`src/hdl/stq_pkg.sv`:
```
// Package for the sorted timer event queue: sizes, operation and result codes,
// the sequencer state type and the bus widths. It depends on nothing else.
package stq_pkg;

    localparam int NUM_TIMERS = 8;
    localparam int NUM_IDS    = (NUM_TIMERS < 8) ? NUM_TIMERS : 8;
    localparam int ID_W       = 3;
    localparam int IDX_W      = $clog2(NUM_TIMERS);
    localparam int CNT_W      = $clog2(NUM_TIMERS + 1);
    localparam int TIME_W     = 32;

    localparam logic [TIME_W-1:0] EXPIRY_WINDOW = 32'h7fff_ffff;
    localparam logic [TIME_W-1:0] EMPTY_DELAY   = 32'd1000;

    localparam int IN_TDATA_W  = 72;
    localparam int OUT_TDATA_W = 104;

    typedef enum logic [1:0] {
        OP_ADD    = 2'd0,
        OP_REMOVE = 2'd1,
        OP_CHECK  = 2'd2,
        OP_NONE   = 2'd3
    } op_t;

    typedef enum logic [1:0] {
        KIND_DONE   = 2'd0,
        KIND_FIRED  = 2'd1,
        KIND_CHECK  = 2'd2,
        KIND_UNUSED = 2'd3
    } kind_t;

    typedef enum logic [3:0] {
        ST_IDLE,
        ST_ADD_UNQ,
        ST_ADD_C,
        ST_ADD_EXP,
        ST_ADD_SCAN,
        ST_ADD_INS,
        ST_REM,
        ST_RESP,
        ST_CHK_C,
        ST_CHK
    } state_t;

endpackage

```
`src/hdl/sorted_timer_event_queue_unit.sv`:
```
// An add removes any old entry, forms two offsets, checks expiry, scans past
// each earlier queued timer and inserts; remove and unknown requests respond
// directly; a check reports each fired timer, then a check result. Throughput
// is one transaction at a time, paced by the shared subtractor that forms
// anchor-relative offsets. Reset (rst_n low, asynchronous) empties the queue
// and zeroes the anchor. Depends on stq_pkg.
module sorted_timer_event_queue_unit (
    input  logic                             clk,
    input  logic                             rst_n,
    input  logic                             s_tvalid,
    output logic                             s_tready,
    // timer_id [2:0], new_timeout [34:3], current_time [66:35], zero fill
    input  logic [stq_pkg::IN_TDATA_W-1:0]   s_tdata,
    // op [1:0]
    input  logic [1:0]                       s_tuser,
    output logic                             m_tvalid,
    input  logic                             m_tready,
    // fired_id [2:0], fired_time [34:3], deadline [66:35],
    // deadline_valid [67], check_return [99:68], zero fill
    output logic [stq_pkg::OUT_TDATA_W-1:0]  m_tdata,
    // event_kind [1:0]
    output logic [1:0]                       m_tuser,
    output logic                             m_tlast
);
    import stq_pkg::*;

    state_t                  state_reg, state_next;
    logic [ID_W-1:0]         order_reg [NUM_TIMERS];
    logic [ID_W-1:0]         order_next [NUM_TIMERS];
    logic [TIME_W-1:0]       dl_reg [NUM_TIMERS];
    logic [TIME_W-1:0]       dl_next [NUM_TIMERS];
    logic [NUM_TIMERS-1:0]   flag_reg, flag_next;
    logic [CNT_W-1:0]        count_reg, count_next;
    logic [TIME_W-1:0]       anchor_reg, anchor_next;
    logic [ID_W-1:0]         id_reg, id_next;
    logic [TIME_W-1:0]       tmo_reg, tmo_next;
    logic [TIME_W-1:0]       cur_reg, cur_next;
    logic [TIME_W-1:0]       a_reg, a_next;
    logic [TIME_W-1:0]       c_reg, c_next;
    logic [CNT_W-1:0]        pos_reg, pos_next;
    logic                    m_valid_reg, m_valid_next;
    logic [1:0]              kind_reg, kind_next;
    logic [ID_W-1:0]         fid_reg, fid_next;
    logic [TIME_W-1:0]       ftime_reg, ftime_next;
    logic [TIME_W-1:0]       dline_reg, dline_next;
    logic                    dvalid_reg, dvalid_next;
    logic [TIME_W-1:0]       cret_reg, cret_next;
    logic                    last_reg, last_next;

    logic                    out_free;
    logic                    id_known;
    logic [TIME_W-1:0]       sub_x, sub_y, sub_diff;
    logic [TIME_W-1:0]       head_dl;
    logic [TIME_W-1:0]       scan_dl;

    logic [ID_W-1:0]         uq_id;
    logic [ID_W-1:0]         uq_order [NUM_TIMERS];
    logic [CNT_W-1:0]        uq_count;
    logic [NUM_TIMERS-1:0]   uq_flags;
    logic                    uq_found;
    logic [IDX_W-1:0]        uq_idx;

    assign s_tready = (state_reg == ST_IDLE);
    assign m_tvalid = m_valid_reg;
    assign m_tuser  = kind_reg;
    assign m_tlast  = last_reg;
    assign m_tdata  = {4'b0, cret_reg, dvalid_reg, dline_reg, ftime_reg, fid_reg};

    assign out_free = !m_valid_reg || m_tready;
    assign id_known = (32'(id_reg) < NUM_IDS);
    assign head_dl  = dl_reg[order_reg[0]];
    assign scan_dl  = dl_reg[order_reg[pos_reg[IDX_W-1:0]]];
    assign sub_diff = sub_x - sub_y;

    // Removal of one timer from the ordered list.
    always_comb
    begin
        uq_found = 1'b0;
        uq_idx   = '0;
        for (int i = 0; i < NUM_TIMERS; i++)
        begin
            if (!uq_found && (CNT_W'(i) < count_reg) && (order_reg[i] == uq_id))
            begin
                uq_found = 1'b1;
                uq_idx   = IDX_W'(i);
            end
        end
        uq_flags        = flag_reg;
        uq_flags[uq_id] = 1'b0;
        uq_count        = count_reg;
        for (int j = 0; j < NUM_TIMERS; j++)
        begin
            uq_order[j] = order_reg[j];
        end
        if (flag_reg[uq_id] && uq_found)
        begin
            uq_count = count_reg - 1'b1;
            for (int j = 0; j < NUM_TIMERS - 1; j++)
            begin
                if (IDX_W'(j) >= uq_idx)
                begin
                    uq_order[j] = order_reg[j + 1];
                end
            end
        end
    end

    always_comb
    begin
        state_next   = state_reg;
        flag_next    = flag_reg;
        count_next   = count_reg;
        anchor_next  = anchor_reg;
        id_next      = id_reg;
        tmo_next     = tmo_reg;
        cur_next     = cur_reg;
        a_next       = a_reg;
        c_next       = c_reg;
        pos_next     = pos_reg;
        kind_next    = kind_reg;
        fid_next     = fid_reg;
        ftime_next   = ftime_reg;
        dline_next   = dline_reg;
        dvalid_next  = dvalid_reg;
        cret_next    = cret_reg;
        last_next    = last_reg;
        m_valid_next = m_valid_reg && !m_tready;
        for (int j = 0; j < NUM_TIMERS; j++)
        begin
            order_next[j] = order_reg[j];
            dl_next[j]    = dl_reg[j];
        end
        uq_id = id_reg;
        sub_x = cur_reg;
        sub_y = anchor_reg;

        unique case (state_reg)
            ST_IDLE:
            begin
                if (s_tvalid)
                begin
                    id_next  = s_tdata[2:0];
                    tmo_next = s_tdata[34:3];
                    cur_next = s_tdata[66:35];
                    unique case (op_t'(s_tuser))
                        OP_ADD:    state_next = ST_ADD_UNQ;
                        OP_REMOVE: state_next = ST_REM;
                        OP_CHECK:  state_next = ST_CHK_C;
                        default:   state_next = ST_RESP;
                    endcase
                end
            end
            ST_ADD_UNQ:
            begin
                sub_x = tmo_reg;
                a_next = sub_diff;
                if (id_known)
                begin
                    for (int j = 0; j < NUM_TIMERS; j++)
                    begin
                        order_next[j] = uq_order[j];
                    end
                    flag_next  = uq_flags;
                    count_next = uq_count;
                    state_next = ST_ADD_C;
                end
                else
                begin
                    state_next = ST_RESP;
                end
            end
            ST_ADD_C:
            begin
                c_next     = sub_diff;
                state_next = ST_ADD_EXP;
            end
            ST_ADD_EXP:
            begin
                pos_next = '0;
                if ((a_reg - EXPIRY_WINDOW) < (c_reg - EXPIRY_WINDOW))
                begin
                    state_next = ST_RESP;
                end
                else
                begin
                    state_next = ST_ADD_SCAN;
                end
            end
            ST_ADD_SCAN:
            begin
                sub_x = scan_dl;
                if ((pos_reg < count_reg) && (a_reg > sub_diff))
                begin
                    pos_next = pos_reg + 1'b1;
                end
                else
                begin
                    state_next = ST_ADD_INS;
                end
            end
            ST_ADD_INS:
            begin
                if (out_free)
                begin
                    for (int j = 0; j < NUM_TIMERS; j++)
                    begin
                        if (CNT_W'(j) == pos_reg)
                        begin
                            order_next[j] = id_reg;
                        end
                        else if (CNT_W'(j) > pos_reg)
                        begin
                            order_next[j] = order_reg[IDX_W'(j - 1)];
                        end
                    end
                    dl_next[id_reg]   = tmo_reg;
                    flag_next[id_reg] = 1'b1;
                    count_next        = count_reg + 1'b1;
                    m_valid_next      = 1'b1;
                    kind_next         = KIND_DONE;
                    fid_next          = '0;
                    ftime_next        = '0;
                    dline_next        = (pos_reg == '0) ? tmo_reg : head_dl;
                    dvalid_next       = 1'b1;
                    cret_next         = '0;
                    last_next         = 1'b1;
                    state_next        = ST_IDLE;
                end
            end
            ST_REM:
            begin
                if (out_free)
                begin
                    if (id_known)
                    begin
                        for (int j = 0; j < NUM_TIMERS; j++)
                        begin
                            order_next[j] = uq_order[j];
                        end
                        flag_next  = uq_flags;
                        count_next = uq_count;
                    end
                    m_valid_next = 1'b1;
                    kind_next    = KIND_DONE;
                    fid_next     = '0;
                    ftime_next   = '0;
                    dline_next   = '0;
                    dvalid_next  = 1'b0;
                    cret_next    = '0;
                    last_next    = 1'b1;
                    state_next   = ST_IDLE;
                end
            end
            ST_RESP:
            begin
                if (out_free)
                begin
                    m_valid_next = 1'b1;
                    kind_next    = KIND_DONE;
                    fid_next     = '0;
                    ftime_next   = '0;
                    dline_next   = '0;
                    dvalid_next  = 1'b0;
                    cret_next    = '0;
                    last_next    = 1'b1;
                    state_next   = ST_IDLE;
                end
            end
            ST_CHK_C:
            begin
                c_next     = sub_diff;
                state_next = ST_CHK;
            end
            ST_CHK:
            begin
                uq_id = order_reg[0];
                sub_x = head_dl;
                if (out_free)
                begin
                    m_valid_next = 1'b1;
                    fid_next     = '0;
                    ftime_next   = '0;
                    dline_next   = '0;
                    dvalid_next  = 1'b0;
                    cret_next    = '0;
                    if (count_reg == '0)
                    begin
                        kind_next  = KIND_CHECK;
                        cret_next  = cur_reg + EMPTY_DELAY;
                        last_next  = 1'b1;
                        state_next = ST_IDLE;
                    end
                    else if (sub_diff > c_reg)
                    begin
                        anchor_next = cur_reg;
                        kind_next   = KIND_CHECK;
                        dline_next  = head_dl;
                        dvalid_next = 1'b1;
                        cret_next   = head_dl - cur_reg;
                        last_next   = 1'b1;
                        state_next  = ST_IDLE;
                    end
                    else
                    begin
                        for (int j = 0; j < NUM_TIMERS; j++)
                        begin
                            order_next[j] = uq_order[j];
                        end
                        flag_next  = uq_flags;
                        count_next = uq_count;
                        kind_next  = KIND_FIRED;
                        fid_next   = order_reg[0];
                        ftime_next = head_dl;
                        last_next  = 1'b0;
                    end
                end
            end
            default:
            begin
                state_next = ST_IDLE;
            end
        endcase
    end

    always_ff @(posedge clk or negedge rst_n)
    begin
        if (!rst_n)
        begin
            state_reg   <= ST_IDLE;
            flag_reg    <= '0;
            count_reg   <= '0;
            anchor_reg  <= '0;
            m_valid_reg <= 1'b0;
        end
        else
        begin
            state_reg   <= state_next;
            flag_reg    <= flag_next;
            count_reg   <= count_next;
            anchor_reg  <= anchor_next;
            m_valid_reg <= m_valid_next;
        end
    end

    always_ff @(posedge clk)
    begin
        for (int j = 0; j < NUM_TIMERS; j++)
        begin
            order_reg[j] <= order_next[j];
            dl_reg[j]    <= dl_next[j];
        end
        id_reg     <= id_next;
        tmo_reg    <= tmo_next;
        cur_reg    <= cur_next;
        a_reg      <= a_next;
        c_reg      <= c_next;
        pos_reg    <= pos_next;
        kind_reg   <= kind_next;
        fid_reg    <= fid_next;
        ftime_reg  <= ftime_next;
        dline_reg  <= dline_next;
        dvalid_reg <= dvalid_next;
        cret_reg   <= cret_next;
        last_reg   <= last_next;
    end

endmodule

```
`config.mk`:
```
export PLATFORM = sky130hd
export DESIGN_NAME = sorted_timer_event_queue_unit
export DESIGN_NICKNAME = d
export VERILOG_FILES = /design/src/hdl/stq_pkg.sv /design/src/hdl/sorted_timer_event_queue_unit.sv
export SDC_FILE = /design/constraint.sdc
export NUM_CORES = 1
export LEC_CHECK = 0
export ABC_CLOCK_PERIOD_IN_PS = 9800
export BUFFER_PORTS_ARGS = -buffer_cell sky130_fd_sc_hd__buf_2
export CELL_PAD_IN_SITES_DETAIL_PLACEMENT = 1
export CELL_PAD_IN_SITES_GLOBAL_PLACEMENT = 1
export CORE_ASPECT_RATIO = 0.75
export CORE_MARGIN = 5
export CORE_UTILIZATION = 50
export CTS_BUF_LIST = sky130_fd_sc_hd__clkbuf_8
export DETAILED_ROUTE_END_ITERATION = 7
export GPL_ROUTABILITY_DRIVEN = 0
export PLACE_DENSITY_LB_ADDON = 0.1
export SLEW_MARGIN = 40
export SYNTH_ARGS = -nofsm -noshare
export SYNTH_HDL_FRONTEND = slang
export SYNTH_SLANG_ARGS = --single-unit
```
`constraint.sdc`:
```
create_clock -name clk -period 9.8 [get_ports clk]
set_input_delay 0.98 -clock clk [delete_from_list [all_inputs] [get_ports clk]]
set_output_delay 0.98 -clock clk [all_outputs]
set_load 0.02 [all_outputs]
```
== Word-level counts from Yosys, hierarchy flattened ==
Memories as Yosys holds them, arrays and structs flattened. A register that Yosys moved wholly into a read port is not among the register bits.
Cells that the tools add are included.
Storage, ports and cells
  flip-flop bits (word level): 287
  RAM bits: 280
  word-level logic and storage cells: 272
  memories: 2
Memories
  dl_reg: words 8, bits a word 32, rd ports 10, clocked after memory_dff 0, wr ports 8, line sorted_timer_event_queue_unit.sv:30  | logic [TIME_W-1:0] dl_reg [NUM_TIMERS];
  order_reg: words 8, bits a word 3, rd ports 9, clocked after memory_dff 1, wr ports 8, line sorted_timer_event_queue_unit.sv:28  | logic [ID_W-1:0] order_reg [NUM_TIMERS];
Cells by class
  $add $sub $neg: 8
  order comparisons: 33
  equal/unequal tests: 37
  muxes and demuxes: 119
  bitwise operators: 5
  reduce and logical (&&, ||, !) cells: 50
Operators by type and width (count)
  two-way mux 256 bit: 2
  two-way mux 32 bit: 13
  bitwise mux 256 bit: 1
  one-hot mux 32 bit (3 select lines): 2
  one-hot mux 32 bit (2 select lines): 2
  two-way mux 24 bit: 5
  two-way mux 3 bit: 33
  demux 32 bit (select 3 bit): 1
  one-hot mux 24 bit (4 select lines): 1
  > comparator 32 bit: 2
  subtractor 32 x 31 -> 32 bit (second input constant): 2
  subtractor 32 bit: 2
  two-way mux 4 bit: 13
  two-way mux 8 bit: 5
  adder 32 x 10 -> 32 bit (second input constant): 1
  < comparator 32 bit: 1
  one-hot mux 4 bit (8 select lines): 1
  one-hot mux 8 bit (4 select lines): 1
  equality test 3 bit: 8
  logical AND 1 bit: 21
  two-way mux 1 bit: 21
  two-way mux 21 bit: 1
  equality test 3 x 4 -> 1 bit (first input constant): 4
  equality test 4 x 3 -> 1 bit (second input constant): 4
  56 further kinds: 105

== Longest topological paths before layout ==
  word-level depth: 40
  gate-level depth with buffers: 35

== Least setup slack after synthesis ==
No wires, ideal clock.
  kind: register to register
  start point: memory order_reg[0][0]
  end point: memory order_reg[4][0], enable pin
  setup time: 0.333 ns
  arrival: 7.100 ns
  slack: 2.367 ns
  cell stages (with the launch flop): 32
  path buffers: 4
  cell sequence: edfxtp_1 > clkbuf_1 > buf_1 > buf_1 > mux4_2 > mux2_2 > nand2_1 > o211ai_1 > ha_1 > and3_1 > nand3_1 > a211oi_2 > o21a_1 > o2111ai_1 > nand3b_1 > a31oi_1 > nand2b_1 > a31o_2 > a211o_1 > xnor2_1 > ha_1 > and4_1 > nand3_1 > or3_1 > nor4_1 > inv_1 > and3_1 > nor2_1 > o21ai_1 > buf_2 > o21bai_1 > a31oi_1
RTL lines (line)
  start, declared: sorted_timer_event_queue_unit.sv:28

==> flow_metrics.env <==
export IMPL_cts_setup_buffers=0
export IMPL_cts_buffer_depth=3
export IMPL_cp_start_kind="register"
export IMPL_start_util=0.507
export IMPL_finalHoldViolCount=0
export IMPL_yosysUniqueCellTypes=89
export IMPL_status="finished clean"
export IMPL_tns_ns=0
export IMPL_first_global_vias=26359
export IMPL_rows=80
export IMPL_setup_viol=0
export IMPL_area_delta_synth_final_pct=12.0
export IMPL_n_fill_cell=6722
export IMPL_synthAdderAreaFrac=0.0657
export IMPL_dp_hpwl_mm=75.8
export IMPL_crit_family="compound AO/OA/AOI/OAI gates"
export IMPL_antenna_found_initial=8
export IMPL_synthesis_area_um2=32400
export IMPL_dr_first_iter_drc_count=2764
export IMPL_synth_edff_count=518
export IMPL_nets=3317
export IMPL_avgSynthCellArea_um2=11.2
export IMPL_synth_seq_cells=570
export IMPL_async_flop_share=0.0860
export IMPL_seqCellArea_um2=16800
export IMPL_synth_area_leaders="edfxtp_1 (48%), ha_1 (6.4%), nand2_1 (5.1%)"
export IMPL_path_buf_inv=1
export IMPL_cp_data_arrival_time_ns=9.73
export IMPL_yosysTopAreaCellShare=0.480
export IMPL_drt_pass1_iter_count=5
export IMPL_required_ns=10.13
export IMPL_skew_ns=0.0400
export IMPL_clkTransAtPathRegs_ns=0.06
export IMPL_synth_area_mux_share=0.0827
export IMPL_max_cap_violations=0
export IMPL_wl_per_cell_um=27.2
export IMPL_synth_xor_area_share=0.0478
export IMPL_fin_area_um2=36300
export IMPL_synth_warnings=0
export IMPL_max_stage_delay_ns=0.66
export IMPL_io_pins=187
export IMPL_worstMarginPinSlew_ns=0.855
export IMPL_via_per_inst=6.31
export IMPL_grt_first_pass_wirelength_mm=163
export IMPL_synth_compound_area_frac=0.116
export IMPL_grt_start_max_net_pins=97
export IMPL_die_w_um=304
export IMPL_place_area_um2=34500
export IMPL_yosysMostFrequentCell="edfxtp_1"
export IMPL_netlist_top_cell_by_area="edfxtp_1"
export IMPL_cts_tree="done"
export IMPL_crit_slowest_cell="a311oi_1"
export IMPL_gr_total_overflow=0
export IMPL_cts_made_buffers=92
export IMPL_ys_top_cells_by_count="edfxtp_1 (518), nand2_1 (440), ha_1 (167)"
export IMPL_vias=25316
export IMPL_port_buffers=177
export IMPL_drv_slew=0
export IMPL_max_freq_ghz=0.106
export IMPL_core_area_um2=64000
export IMPL_ant_nets=0
export IMPL_dieArea_um2=70100
export IMPL_rsz0062_at_grt="false"
export IMPL_seq_area_frac_synth=0.519
export IMPL_largest_reg_flops=256
export IMPL_multi_input_area_um2=14600
export IMPL_synth_top_family_by_area="simple AND/OR/NAND/NOR gates"
export IMPL_clock_root_buffer="clkbuf_8"
export IMPL_relSlewSlack=0.417
export IMPL_synth_flop_cell="edfxtp_1"
export IMPL_cts_max_level=3
export IMPL_cp_end_kind="register"
export IMPL_post_cts_resized=0
export IMPL_hold_buffers=0
export IMPL_finalCriticalPeriod_ns=9.39
export IMPL_holdCritPathClass="in -> async"
export IMPL_die_y_um=231
export IMPL_path_class="reg -> reg"
export IMPL_critPathMaxFanout=65
export IMPL_synthSimpleGateAreaFrac=0.132
export IMPL_fin_crit_sh=0.958
export IMPL_drc=0
export IMPL_drt_total_wl_mm=109
export IMPL_syn_instance_count=2889
export IMPL_clock_sinks=570
export IMPL_drive_gt1_frac=0.164
export IMPL_clkLatencyLatePin_ns=0.72
export IMPL_grt_usage=0.303
## worst paths after layout
check | start | end | slack [ns] | depth (start not counted)
max in group asynchronous | rst_n | anchor_reg[2]$_DFFE_PN0P_ | 8.84 | 2
min | rst_n | anchor_reg[28]$_DFFE_PN0P_ | 0.38 | 2
max | register | order_reg[5][2]$_DFFE_PP_ | 0.41 | 30
min in group clk | s_tdata[42] | cur_reg[7]$_DFFE_PP_ | 0.44 | 1
max reg2reg | register | order_reg[5][2]$_DFFE_PP_ | 0.41 | 30
min reg2reg | flag_reg[7]$_DFFE_PN0P_ | flag_reg[7]$_DFFE_PN0P_ | 0.51 | 1
## routing by layer
metal	part of all wire	global-route usage
met5	0.00012	0
met4	0.038	0.109
met3	0.085	0.0573
met2	0.46	0.488
met1	0.41	0.415
## per-stage QoR
step | utilization | hold WS (ns) | setup slack, ns | instances
2_1_floorplan | - | 0.475 | 2.37 | 2892
3_3_place_gp | 0.538 | 0.486 | 1.01 | 3836
3_5_place_dp | 0.539 | 0.501 | 0.687 | 3836
4_1_cts | 0.567 | 0.364 | 0.572 | 4008
5_1_grt | 0.568 | 0.383 | 0.0878 | 4009
6_report | 0.568 | 0.381 | 0.408 | 4010
## cells in the final DEF, fill, tap and decap left out, types with 36 or more instances in the layout
cell type,n
dfrtp_1,49
xor2_1,46
xnor2_1,129
mux2i_1,62
inv_1,181
nand3_1,116
a21o_1,56
nand2_1,438
a22oi_1,36
nor2_1,134
ha_1,167
nor3_1,39
edfxtp_1,518
buf_2,177
o21ai_0,103
o22ai_1,49
clkbuf_8,100
buf_4,44
and3_1,56
a21oi_1,83
mux4_2,72
a31oi_1,48
## cells by family after synthesis
family / after synthesis
DFF: 570
other: 1
adders and majority gates: 169
muxes: 173
and+or+nand+nor: 941
xor gates and xnor gates: 176
buffers and inverters: 301
AOI/OAI and AO/OA: 558
## final cells by class
class	count	share of cell area
Sequential cell	570	0.464
Clock buffer	100	0.0379
Timing Repair Buffer	229	0.0377
Multi-Input combinational cell	2021	0.403
Antenna cell	1	0.0000689
Inverter	156	0.0161
Tap cell	861	0.0297
Clock inverter	72	0.0117
Power is not shown: default switching activity piles up to over one toggle a cycle in this logic, so the estimate is an artifact.
